[src/rtl/core/bffa_pkg.sv]
// Package for the bump allocator: beat types, status codes and constants.
// Used by every module under rtl/core; depends on nothing.
`default_nettype none
package bffa_pkg;
    localparam logic       OP_ALLOC     = 1'b0;
    localparam logic       OP_FREE      = 1'b1;
    localparam logic [2:0] ST_REUSED    = 3'd0;
    localparam logic [2:0] ST_BUMPED    = 3'd1;
    localparam logic [2:0] ST_NO_SPACE  = 3'd2;
    localparam logic [2:0] ST_FREED     = 3'd3;
    localparam logic [2:0] ST_UNKNOWN   = 3'd4;
    localparam logic [2:0] ST_FREE_FULL = 3'd5;
    localparam logic [2:0] ST_LIVE_FULL = 3'd6;
    localparam logic       CFG_BASE     = 1'b0;
    localparam logic       CFG_BYTES    = 1'b1;

    typedef struct packed {
        logic        opcode;
        logic [31:0] request_bytes;
        logic [31:0] block_address;
    } t_in_beat;

    typedef struct packed {
        logic [31:0] result_address;
        logic [31:0] result_bytes;
        logic [2:0]  status;
    } t_out_beat;

    // Entry handed along the cell rows.
    typedef struct packed {
        logic        valid;
        logic [31:0] addr;
        logic [31:0] bytes;
    } t_entry;
endpackage
`default_nettype wire

[src/rtl/core/bffa_free_cell.sv]
// One cell of the ordered free list; compares, and shifts toward its neighbor.
// Depends on bffa_pkg.
`default_nettype none
module bffa_free_cell (
    input  wire logic             i_clk,
    input  wire logic             i_rst_n,
    input  wire logic [31:0]      i_req,
    input  wire logic             i_shift,
    input  wire bffa_pkg::t_entry i_next,
    input  wire logic             i_load,
    input  wire bffa_pkg::t_entry i_load_data,
    output bffa_pkg::t_entry      o_entry,
    output logic                  o_fit
);
    import bffa_pkg::*;
    t_entry r_e;

    // Occupied cells report whether they hold a big enough block.
    assign o_entry = r_e;
    assign o_fit   = r_e.valid && (r_e.bytes >= i_req);

    // A shift pulls the upper neighbor down; a load appends at the tail.
    always_ff @(posedge i_clk) begin
        if (!i_rst_n) begin
            r_e.valid <= 1'b0;
        end else if (i_shift) begin
            r_e <= i_next;
        end else if (i_load) begin
            r_e <= i_load_data;
        end
    end
endmodule
`default_nettype wire

[config.mk]
export PLATFORM = sky130hd
export DESIGN_NAME = bffa_free_cell
export DESIGN_NICKNAME = d
export VERILOG_FILES = /design/src/rtl/core/bffa_pkg.sv /design/src/rtl/core/bffa_free_cell.sv
export SDC_FILE = /design/constraint.sdc
export NUM_CORES = 1
export LEC_CHECK = 0
export BUFFER_PORTS_ARGS = -buffer_cell sky130_fd_sc_hd__buf_2
export CAP_MARGIN = 20
export CORE_AREA = 2 2 90 92
export CTS_BUF_LIST = sky130_fd_sc_hd__clkbuf_8
export CTS_CLUSTER_DIAMETER = 80
export DETAILED_ROUTE_END_ITERATION = 8
export DIE_AREA = 0 0 92 94
export PLACE_DENSITY_LB_ADDON = 0.12
export SYNTH_ARGS = -nofsm -noshare
export SYNTH_HDL_FRONTEND = slang
export SYNTH_SLANG_ARGS = --single-unit
[constraint.sdc]
create_clock -name i_clk -period 6.95 [get_ports i_clk]
set_input_delay 1.39 -clock i_clk [delete_from_list [all_inputs] [get_ports i_clk]]
set_output_delay 1.39 -clock i_clk [all_outputs]
set_load 0.02 [all_outputs]
# == Word-level counts from Yosys, hierarchy flattened ==
# Index checks and enable logic that the tools add are counted.
# word_totals
register_bits,65
inputBits,166
out_inout_bits,66
elab_cells,9
# op_classes
magnitude_cmp,1
muxes,2
n_reduce_logical,3
# ops
cell,n
two-way mux 65 bit,2
greater-or-equal comparator 32 bit,1
AND reduction 2 bit,1
nonzero test 2 bit,1
logical AND 1 bit,1

# == Logic depth before layout (Yosys ltp) ==
# logic_depth
word_depth,2
ltp_mapped,7
mapped_depth_nobuf,7

# == Worst setup path after synthesis ==
# OpenSTA, ideal clock, no wires.
# synth_path
path_kind,input -> output
from,in i_req[14]
to,out o_fit
t_arrival_ps,2627
t_required_ps,5560
setup_slack_ps,2933
stages,7
path_buffers,0
cell_sequence,inv_1 > ha_1 > and4_4 > a31o_1 > a221o_1 > a21oi_1 > o21ai_1
# synth_between
elab_chain_cells,2
# synth_rtl
element,line_no,rtl
from (decl),bffa_free_cell.sv:7,"input wire logic [31:0] i_req,"
greater-or-equal comparator 32 bit,bffa_free_cell.sv:20,assign o_fit = r_e.valid && (r_e.bytes >= i_req);
logical AND 1 bit,bffa_free_cell.sv:20,
to (decl),bffa_free_cell.sv:13,output logic o_fit
# Every way passes these cells.

# == Final worst setup path ==
# Same ends and word-level chain as after synthesis.

==> flow_metrics.py <==
metrics = {
    "status": {
        "outcome": "complete, no violations",
    },
    "worst_setup_path": {
        "worstPathArrival_ns": 2.89,
        "worstPathRequired_ns": 5.56,
        "worstSetupStartpoint": "i_req[14]",
        "start_kind": "input pin",
        "crit_path_end_kind": "primary output",
        "crit_type": "in2out",
        "r2r_end": "o_entry[64]",
        "crit_fanout": 3,
        "r2r_slack_ns": 6.08,
        "rr_worst_depth": 3,
        "r2r-start": "o_entry[64]",
    },
    "sta": {
        "tns_ns": 0,
        "rsz0062_at_grt": "no",
        "layout_min_cycle_time_ns": 4.28,
        "period_share": 0.616,
        "setup_violations": 0,
        "fmax_ghz": 0.234,
        "relSlewSlack": 0.474,
        "finalHoldViolations": 0,
        "worst_pin_slew_ns": 0.790,
        "slew_viol_final": 0,
        "clock_skew_ns": 0,
    },
    "layout": {
        "mostFrequentLayoutCells": "buf_2, mux2_2, edfxtp_1, inv_1, ha_1",
        "syn_to_final_growth_pct": 41.1,
        "mostFrequentLayoutCell": "buf_2",
        "diodes": 0,
        "drive_gt1_frac": 0.639,
        "largest_reg_flops": 65,
        "n_fill_cell": 649,
        "nets": 686,
    },
    "synth": {
        "synth_simple_gate_area_frac": 0.0333,
        "synth_xor_area_frac": 0,
        "yosysUniqueCellTypes": 28,
        "yosysTopAreaCell": "edfxtp_1",
        "synthTopCellsByArea": "edfxtp_1, mux2_2, ha_1",
        "synth_compound_area_frac": 0.0510,
        "yosys_warnings": 0,
        "muxShareOfSynthArea": 0.207,
        "syn_area_per_cell_um2": 14.1,
        "synthAdderAreaFrac": 0.113,
        "synth_area_mm2": 0.00353,
        "yosysSeqAreaShare": 0.550,
        "synth_fp_nets": 449,
        "synth_top_family_by_area": "multiplexers",
        "ys_ff_latch": 65,
        "synth_top_area_share": 0.544,
        "synthCells": 251,
    },
    "placement": {
        "gp_congestion": 0.798,
        "portBuffers": 231,
        "hpwl_um": 6910,
    },
    "die": {
        "dieArea_mm2": 0.00865,
        "row_count": 32,
        "core_area_mm2": 0.00761,
        "start_util": 0.464,
        "die_w_um": 92,
        "die_h_um": 94,
        "pin_count": 232,
    },
    "clock_tree": {
        "cts_sinks": 65,
        "ctsHtreeMaxLevel": 3,
        "cts_resized": 0,
        "cts_hold_buf": 0,
        "cts_buffers": 9,
        "cts_root_buf": "clkbuf_8",
        "cts_tree": "done",
        "clk_latency_ns": 0.32,
        "clock_path_buffers": 2,
        "cts_setup_buffers": 0,
        "clk_pin_slew_ns": 0.07,
    },
    "detailed_routing": {
        "drt_iter0_drc": 101,
        "wirelength_um": 8640,
        "wl_per_cell_um": 14.5,
        "dr.pass1.iters": 4,
        "vias": 2812,
        "antenna_left": 0,
        "via_per_inst": 4.73,
        "remaining_drc_errors": 0,
    },
    "job": {
        "maxCapViolations": 0,
    },
    "pwr": {
        "leakage_nw": 2.43,
        "powerDensity_mw_per_mm2": 207,
        "power_mw": 1.03,
        "vdd_drop_max_uv": 122,
    },
    "global_routing": {
        "antenna_found_initial": 0,
        "grt.total_usage": 0.192,
        "gr-total-overflow": 0,
        "grt_pass1_wl_um": 12700,
        "grt_max_degree": 68,
        "grt_pass1_vias": 2766,
    },
    "min_path": {
        "worstHoldPathCells": 3,
        "hold_path_startpoint": "o_entry[64]",
        "hp-class": "reg2reg",
        "min_to": "o_entry[64]",
    },
}
[cells in the mapped netlist, drive strengths merged]
master   instances
buf              7
dfxtp            1
o221ai           1
a31o             1
edfxtp          64
and2             1
nand2b           1
inv             34
o21ai            5
mux2i            1
a221o            1
a2bb2oi          1
nand2            8
a2111oi          1
o2111ai          1
a221oi           1
ha              32
a21o             2
and4             4
nand3            2
a21oi           11
nor3             1
nand4            2
mux2            64
and3             1
o21a             3
[how the worst max path moves through the flow]
stage,cells past startpoint,slack (ns),endpoint
6_report,9,2.67,o_fit
5_1_grt,9,2.58,o_fit
4_1_cts,9,2.63,o_fit
3_5_place_dp,9,2.64,o_fit
3_3_place_gp,8,2.64,o_fit
2_1_floorplan,7,2.93,o_fit
[cell type report]
class	count	area (um2)	share of cell area
multi-input cells	145	1430	0.287
inverters	34	128	0.0256
clock inverters	7	62.6	0.0126
well taps	102	128	0.0256
clock buffers	9	124	0.0248
repair buffers	233	1170	0.235
flip-flops and latches	65	1940	0.390
[power breakdown]
group	total, mW	internal [mW]	switching, mW
clock	0.304	0.162	0.142
combinational	0.237	0.110	0.127
sequential	0.490	0.476	0.0145
[worst max-delay path, cell delays in order]
cell and delay, ns:
buf_2 0.08, inv_1 0.04, ha_1 0.31, and4_4 0.21, a31o_1 0.19, a221o_1 0.26
a21oi_1 0.16, o21ai_1 0.09, buf_2 0.16
[stage by stage]
stage               setup WS, ns  hold WS (ns)  utilization  std cells  area [um2]
floorplan                   2.93         0.771            -        251        3530
global placement            2.64         0.750        0.631        579        4800
detailed placement          2.64         0.772        0.631        579        4800
CTS                         2.63         0.777        0.655        595        4980
global route                2.58         0.823        0.655        595        4980
finish                      2.67         0.775        0.655        595        4980
[per-layer routing]
metal  part of all wire  track usage
met1               0.38        0.213
met2               0.51        0.344
met3              0.092       0.0602
met4              0.018       0.0771
met5                  0            0
[cells by family after synthesis]
family / after synthesis
AOI/OAI and AO/OA: 28
adders and majority gates: 32
buffers and inverters: 41
DFF: 65
muxes: 65
and+or+nand+nor: 20
No activity file was read; power rests on OpenSTA's default activity.
