### config.mk
export PLATFORM = sky130hd
export DESIGN_NAME = bffa_live_cell
export DESIGN_NICKNAME = d
export VERILOG_FILES = /design/src/rtl/core/bffa_pkg.sv /design/src/rtl/core/bffa_live_cell.sv
export SDC_FILE = /design/constraint.sdc
export NUM_CORES = 1
export LEC_CHECK = 0
export BUFFER_PORTS_ARGS = -buffer_cell sky130_fd_sc_hd__buf_4
export CAP_MARGIN = 30
export CORE_UTILIZATION = 40
export DETAILED_ROUTE_END_ITERATION = 10
export GPL_TIMING_DRIVEN = 0
export HOLD_SLACK_MARGIN = 0.03
export PLACE_DENSITY = 0.79
export SLEW_MARGIN = 20
export SYNTH_ARGS = -nofsm -noshare
export SYNTH_HDL_FRONTEND = slang
export SYNTH_SLANG_ARGS = --single-unit
### constraint.sdc
create_clock -name i_clk -period 2.5 [get_ports i_clk]
set_input_delay 0.25 -clock i_clk [delete_from_list [all_inputs] [get_ports i_clk]]
set_output_delay 0.25 -clock i_clk [all_outputs]
set_load 0.02 [all_outputs]
### src/rtl/core/bffa_pkg.sv
// Package for the bump allocator: beat types, status codes and constants.
// Used by every module under rtl/core; depends on nothing.
`default_nettype none
package bffa_pkg;
    localparam logic       OP_ALLOC     = 1'b0;
    localparam logic       OP_FREE      = 1'b1;
    localparam logic [2:0] ST_REUSED    = 3'd0;
    localparam logic [2:0] ST_BUMPED    = 3'd1;
    localparam logic [2:0] ST_NO_SPACE  = 3'd2;
    localparam logic [2:0] ST_FREED     = 3'd3;
    localparam logic [2:0] ST_UNKNOWN   = 3'd4;
    localparam logic [2:0] ST_FREE_FULL = 3'd5;
    localparam logic [2:0] ST_LIVE_FULL = 3'd6;
    localparam logic       CFG_BASE     = 1'b0;
    localparam logic       CFG_BYTES    = 1'b1;

    typedef struct packed {
        logic        opcode;
        logic [31:0] request_bytes;
        logic [31:0] block_address;
    } t_in_beat;

    typedef struct packed {
        logic [31:0] result_address;
        logic [31:0] result_bytes;
        logic [2:0]  status;
    } t_out_beat;

    // Entry handed along the cell rows.
    typedef struct packed {
        logic        valid;
        logic [31:0] addr;
        logic [31:0] bytes;
    } t_entry;
endpackage
`default_nettype wire

### src/rtl/core/bffa_live_cell.sv
// One cell of the live table: holds an address and its size, matches frees.
// Depends on bffa_pkg.
`default_nettype none
module bffa_live_cell (
    input  wire logic             i_clk,
    input  wire logic             i_rst_n,
    input  wire logic [31:0]      i_addr,
    input  wire logic             i_set,
    input  wire logic             i_clr,
    input  wire bffa_pkg::t_entry i_data,
    output bffa_pkg::t_entry      o_entry,
    output logic                  o_hit
);
    import bffa_pkg::*;
    t_entry r_e;

    assign o_entry = r_e;
    assign o_hit   = r_e.valid && (r_e.addr == i_addr);

    always_ff @(posedge i_clk) begin
        if (!i_rst_n) begin
            r_e.valid <= 1'b0;
        end else if (i_set) begin
            r_e <= i_data;
        end else if (i_clr) begin
            r_e.valid <= 1'b0;
        end
    end
endmodule
`default_nettype wire

# Word-level counts from Yosys, hierarchy flattened
# Index checks and enable logic that the tools add are counted.
# W data, S select, Z words.
[totals]
reg_bits = 65
latchBits = 0
ramBits = 0
romBits = 0
in_bits = 101
output_inout_bits = 66
memories = 0
[classes]
addsub = 0
n_mul = 0
n_div = 0
n_lt_le_gt_ge = 0
eq_ne = 1
n_shift = 0
n_mux = 2
bitwise = 0
reduce_logical = 3
[op_table]
columns = ["cell", "n"]
rows = [
  ["$eq A32 B32 Y1", 1],
  ["$mux W1", 2],
  ["$reduce_and A2 Y1", 1],
  ["$reduce_bool A2 Y1", 1],
  ["$logic_and A1 B1 Y1", 1],
]

# Longest topological paths before layout
# Gate-level depths: netlist (run 1).
[depth]
word_depth = 2
ltp_mapped = 4
mapped_depth_nobuf = 4

# Worst setup path after synthesis (run 1)
# No wires, ideal clock.
[synth_timing]
path_type = "in2reg"
from = "in i_set"
to = "reg r_e, in the netlist o_entry[0], enable pin"
setup_time_ns = 0.429
arrival_time_ns = 1.757
required_ns = 2.071
setup_slack_ns = 0.315
cell_stages = 1
n_path_buf = 0
path_cell_list = "and2_1"
[synth_between]
elab_chain_len = 1
[synth_lines]
columns = ["item", "line", "source"]
rows = [
  ["start, declared", "bffa_live_cell.sv:8", "input wire logic i_set,"],
  ["$reduce_and A2 Y1 (no source line)", "--", ""],
  ["end signal, assigned", "bffa_live_cell.sv:24", "r_e <= i_data;"],
  ["end, declared", "bffa_live_cell.sv:15", "t_entry r_e;"],
]
# No other way between the ends.
# A chain may end at the register's enable or synchronous reset.

# Final worst setup path (run 1)
[layout_timing]
from = "reg r_e, in the netlist o_entry[58]"
to = "out o_hit"
[layout_between]
elab_chain_len = 2
[layout_lines]
columns = ["item", "line", "source"]
rows = [
  ["$eq A32 B32 Y1", "bffa_live_cell.sv:18", "assign o_hit = r_e.valid && (r_e.addr == i_addr);"],
  ["$logic_and A1 B1 Y1", "bffa_live_cell.sv:18", ""],
  ["end, declared", "bffa_live_cell.sv:12", "output logic o_hit"],
]
# No other way between the ends.

==> results.cfg, run 1 <==
[run_status]
status = finished clean

[timing]
hold_viol = 0
rsz0062_at_grt = false
tightestPinTransition_ns = 0.4102
maxSlewViolCount = 0
setup_viol = 0
fin_crit_sh_pct = 83.44
post-route-min-period_ns = 2.086
finClkSkew_ns = 0
relSlewSlack_pct = 72.66
fmax_mhz = 479.4

[floorplanning]
rows = 27
io-pin-count = 167
die_y_um = 78.20
dieWidth_um = 78.20
initial_core_util_pct = 41.92
core_um2 = 5540
dieArea_um2 = 6114

[placed_design]
port_buffers = 166
dpl.hpwl_mm = 4.641
gp_congestion = 0.8228

[global_routing]
grt_pass1_vias = 1870
grt_start_max_net_pins = 36
grt.overflow.total = 0
antenna_found_initial = 0
grt_use_total_pct = 20.54
grt_pass1_wl_mm = 8.838

[synth]
synth-edff-count = 64
synthCells = 113
ys_warn_count = 0
yosys.cell_count.top_type = edfxtp_1
yosysTopAreaCellShare_pct = 82.76
synth_top_cells_by_count = 64 x edfxtp_1, 31 x xor2_1, 7 x nor4_1
synthSimpleGateAreaFrac_pct = 4.095
yosys-mux-area-fraction_pct = 0
synthTopCellsByArea = edfxtp_1 83%, xor2_1 12%, nor4_1 1.9%
synthFlopType = edfxtp_1
synth_fa_ha_area_share_pct = 0
synth_top_family_by_area = XOR/XNOR gates
syn_area_um2 = 2322
synth-seq-cells = 65
ys_async_sr_fraction_pct = 0
synth_xor_area_share_pct = 12.07
yosysSeqAreaShare_pct = 83.62
ys_types = 13
synth_nets = 214
synth-compound-area-share_pct = 0.2155
avgSynthCellArea_um2 = 20.55
synth_top_area_cell = edfxtp_1

[routing]
wl_mm = 5.940
vias = 1699
wl_per_cell_um = 16.14
initialDrtViolationCount = 53
drc = 0
postRouteAntennaNets = 0
firstDrtPassIters = 4
via_per_inst = 4.617

[setup_path]
regToRegSetupSlack_ns = 1.74
worst_ep_required_time_ns = 2.25
rr_worst_depth = 3
criticalPathCategory = reg2out
cp-end-kind = output pin
start_kind = flip-flop
worstPathArrival_ns = 1.84
r2r_start = o_entry[64]$_SDFFE_PN0P_
crit_fanout = 2
r2r-end = o_entry[64]$_SDFFE_PN0P_

[clock_network]
h-tree-depth = 3
post_cts_resized = 0
cts_buffers = 9
clk_pin_slew_worst_paths_ns = 0.07
cts_hold_buf = 0
cts.path.max_buffers = 2
insertion_delay_ns = 0.33
post_cts_buffers = 0
root_buffer = clkbuf_8
numClockSinks = 65
cts_tree = done

[hold_path]
hp-class = in2reg
hold_path_end = o_entry[54]$_DFFE_PP_
holdPathStages = 1
holdCritStartpoint = i_data[54]

[cells_and_area]
final_nets = 392
drive_gt1_share_pct = 61.82
largest_register_ffs = 65
antenna_cells = 0
final_core_util_pct = 69.83
syn2layout_area_growth_pct = 66.59
num-fill-cells = 395

[power]
power_density_nw_per_um2 = 661.3
power_mw = 2.558
p_leak_nw = 1.658
irDropWorstVdd_uv = 473.1

[flow_run]
maxCapViolations = 0
-- worst max path at each step --
stage                          start               endpoint  slack, ns  cells after the start
6_report       o_entry[58]$_DFFE_PP_                  o_hit       0.41                      5
3_3_place_gp                   i_set  o_entry[23]$_DFFE_PP_      -0.31                      2
4_1_cts        o_entry[58]$_DFFE_PP_                  o_hit       0.39                      5
5_1_grt        o_entry[37]$_DFFE_PP_                  o_hit       0.27                      5
2_1_floorplan                  i_set   o_entry[0]$_DFFE_PP_       0.31                      1
3_5_place_dp   o_entry[58]$_DFFE_PP_                  o_hit       0.75                      5
-- through the flow --
step | cell area (um^2) | cells | setup TNS (ns) | worst slack [ns] | hold WS, ns
floorplan | 2322 | 113 | 0 | 0.3150 | 0.3489
global placement | 3659 | 351 | -20.00 | -0.3146 | 0.4278
detailed placement | 3681 | 352 | 0 | 0.7511 | 0.4293
CTS | 3869 | 368 | 0 | 0.3873 | 0.06848
global route | 3869 | 368 | 0 | 0.2748 | 0.06982
finish | 3869 | 368 | 0 | 0.4141 | 0.08166
-- kinds of logic after synthesis --
kind of cell,count (synthesis)
flip-flops,65
AO/OA/AOI/OAI,1
AND/OR/NAND/NOR,15
XOR/XNOR,32
-- critical path, stage by stage, from the launching register on --
cell and delay [ns]:
edfxtp_1 0.41, xor2_1 0.16, nor4_1 0.38, nand4_1 0.19
nor3_2 0.20, buf_4 0.16
-- final cells by class --
type	instances	area, um^2	share of cell area, %
multi-input cells	48	382.9	9.897
repair buffers	167	1266	32.73
clock buffers	11	131.4	3.396
well taps	72	90.09	2.329
clock inverters	5	56.30	1.455
flip-flops and latches	65	1942	50.19
-- layout by cell type (no fill, tap or decap) --
cell and n:
edfxtp_1 64, nor4_1 7, bufinv_16 1, buf_4 166
nand4_1 1, nor3b_1 1, nor2b_1 1, and2_4 1
clkinv_4 1, xnor2_1 1, xor2_1 31, clkinvlp_4 1
dfxtp_1 1, nor3_2 1, clkbuf_1 2, buf_12 1
clkinv_2 2, a21oi_1 1, nor3_1 1, nand3_1 2
clkbuf_8 9
-- per-layer routing --
| layer | wire, um | up-vias | GRT usage, % |
|---|---|---|---|
| li1 | - | 787 | - |
| met4 | 107 | 0 | 12.22 |
| met2 | 3375 | 97 | 37.37 |
| met1 | 1773 | 806 | 18.12 |
| met5 | 0 | - | 0 |
| met3 | 683 | 9 | 9.651 |
-- where the power goes --
part	leakage (nW)	switching, mW	total, mW	internal, mW
Combinational	0.956	0.185	0.396	0.211
Sequential	0.609	0.0354	1.32	1.28
Clock	0.0933	0.388	0.847	0.459
Note: power is estimated with default switching activity, not from simulation.
==> run 2: changes to the inputs <==
==> constraint.sdc (replaced) <==
create_clock -name i_clk -period 2 [get_ports i_clk]
set_input_delay 0.2 -clock i_clk [delete_from_list [all_inputs] [get_ports i_clk]]
set_output_delay 0.2 -clock i_clk [all_outputs]
set_load 0.02 [all_outputs]
==> run 2 against run 1 <==
- first-iteration DRC count grew to 3.0 times the previous value
- sequential cell count is the same
- non-clock buffer count rose by 61
- design area increased by 18%
- critical path depth unchanged
- utilization up 13 points
- clock skew unchanged
- worst setup slack got worse by 0.38 ns
- cell count rose by 17%
- power rose by 49%
- clock power up 81%
- highest routed layer unchanged
==> results.cfg, run 2 (synthesis results as in run 1) <==
[routing]
initialDrtViolationCount = 161
vias = 2087
wl_per_cell_um = 22.15
drc = 0
via_per_inst = 4.865
firstDrtPassIters = 4
wl_mm = 9.501
postRouteAntennaNets = 0

[global_routing]
antenna_found_initial = 0
grt_pass1_wl_mm = 11.83
grt_use_total_pct = 27.69
grt_pass1_vias = 2232
grt_start_max_net_pins = 65
grt.overflow.total = 0

[cells_and_area]
final_area_um2 = 4567
final_common_cell = buf_4
final_nets = 453
layout_common_cells = 168 x buf_4, 64 x edfxtp_1, 60 x dlygate4sd3_1
largest_register_ffs = 65
antenna_cells = 0
syn2layout_area_growth_pct = 96.66
drive_gt1_share_pct = 52.94

[setup_path]
cp_top_family = simple AND/OR/NAND/NOR gates
start_kind = flip-flop
cp-end-kind = output pin
slowest_delay_ns = 0.44
worst_ep_required_time_ns = 1.80
crit_chain = xor2_1 -> nor4_2 -> nand3_1 -> nor3_2 -> buf_4
cp_slowest_cell = edfxtp_1
path_buf_inv = 1
worstPathArrival_ns = 1.77
regToRegSetupSlack_ns = 1.23
criticalPathCategory = reg2out
crit_fanout = 2

[timing]
maxSlewViolCount = 0
relSlewSlack_pct = 43.57
tightestPinTransition_ns = 0.8465
setup_viol = 0
post-route-min-period_ns = 1.967
finClkSkew_ns = 0
rsz0062_at_grt = true
fin_crit_sh_pct = 98.34
fin_hold_ws_ns = 0.03789
timing.final.ws_setup_ns = 0.03311
fmax_mhz = 508.4
hold_viol = 0

[hold_path]
hp-class = in2reg

[power]
irDropWorstVdd_uv = 649.3
power_mw = 3.823
power_density_nw_per_um2 = 837.2
p_leak_nw = 1.949

[placed_design]
gp_congestion = 0.7182
placed_area_um2 = 3661
port_buffers = 166
dpl.hpwl_mm = 4.541
place_ws_ns = 0.3105

[floorplanning]
io-pin-count = 167
dieWidth_um = 78.20
rows = 27
dieArea_um2 = 6114
die_y_um = 78.20
initial_core_util_pct = 41.92
core_um2 = 5540

[run_status]
status = finished clean

[clock_network]
clk_pin_slew_worst_paths_ns = 0.09
cts_buffers = 9
numClockSinks = 65
root_buffer = clkbuf_8
h-tree-depth = 3
cts.path.max_buffers = 2
insertion_delay_ns = 0.34
cts_tree = done

[flow_run]
maxCapViolations = 0
[run 2: cell count changes in the layout (fill, tap and decap cells not counted), sizes merged]
| cell | before | now |
|---|---|---|
| buf | 167 | 168 |
| bufinv | 1 | 4 |
| clkbuf | 11 | 9 |
| clkinv | 3 | 2 |
| clkinvlp | 1 | 0 |
| dlygate4sd3 | 0 | 60 |
| inv | 0 | 1 |
[run 2: final timing paths]
| check | cells past startpoint | end | start |
|---|---|---|---|
| setup / recovery | 5 | o_hit | o_entry[34]$_DFFE_PP_ |
| hold / removal | 1 | o_entry[60]$_DFFE_PP_ | i_data[60] |
| setup reg to reg | 3 | o_entry[64]$_SDFFE_PN0P_ | o_entry[64]$_SDFFE_PN0P_ |
| hold reg to reg | 3 | o_entry[64]$_SDFFE_PN0P_ | o_entry[64]$_SDFFE_PN0P_ |
[run 2: per-stage QoR]
| stage | util [%] | setup TNS (ns) | cells |
|---|---|---|---|
| after floorplan | - | 0 | 113 |
| after global placement | 66.06 | 0 | 351 |
| after detailed placement | 66.08 | 0 | 351 |
| after CTS | 80.24 | 0 | 417 |
| after global routing | 82.43 | -0.07155 | 429 |
| final | 82.43 | 0 | 429 |
[run 2: per-layer routing]
metal	up-vias	global-route usage, %	part of all wire (%)
li1	906	-	-
met1	989	26.18	33
met2	155	50.61	53
met3	37	12.44	10
met4	0	12.78	4.2
met5	-	0	0
[run 2: what timing repair did]
item | CTS | global route
gates resized for setup | 3 | 1
pin swaps | 3 | 1
endpoints found under the hold margin | 50 | 10
setup endpoints to repair | 1 | 1
hold buffers | 50 | 10
buffers inserted | 0 | 2
[run 2: area by class of cell]
cell class / instances / area [um^2]
sequential: 65 / 1942
clock inverter: 7 / 141.4
multi-input combinational: 48 / 407.9
clock buffer: 9 / 123.9
tap: 72 / 90.09
timing repair buffer: 228 / 1862
fill: 264 / 973.4
[run 2: power by group]
group	switching (mW)	internal (mW)	total, mW
combinational	0.290	0.342	0.632
sequential	0.0557	1.60	1.66
clock	0.577	0.957	1.53
total	0.923	2.90	3.82
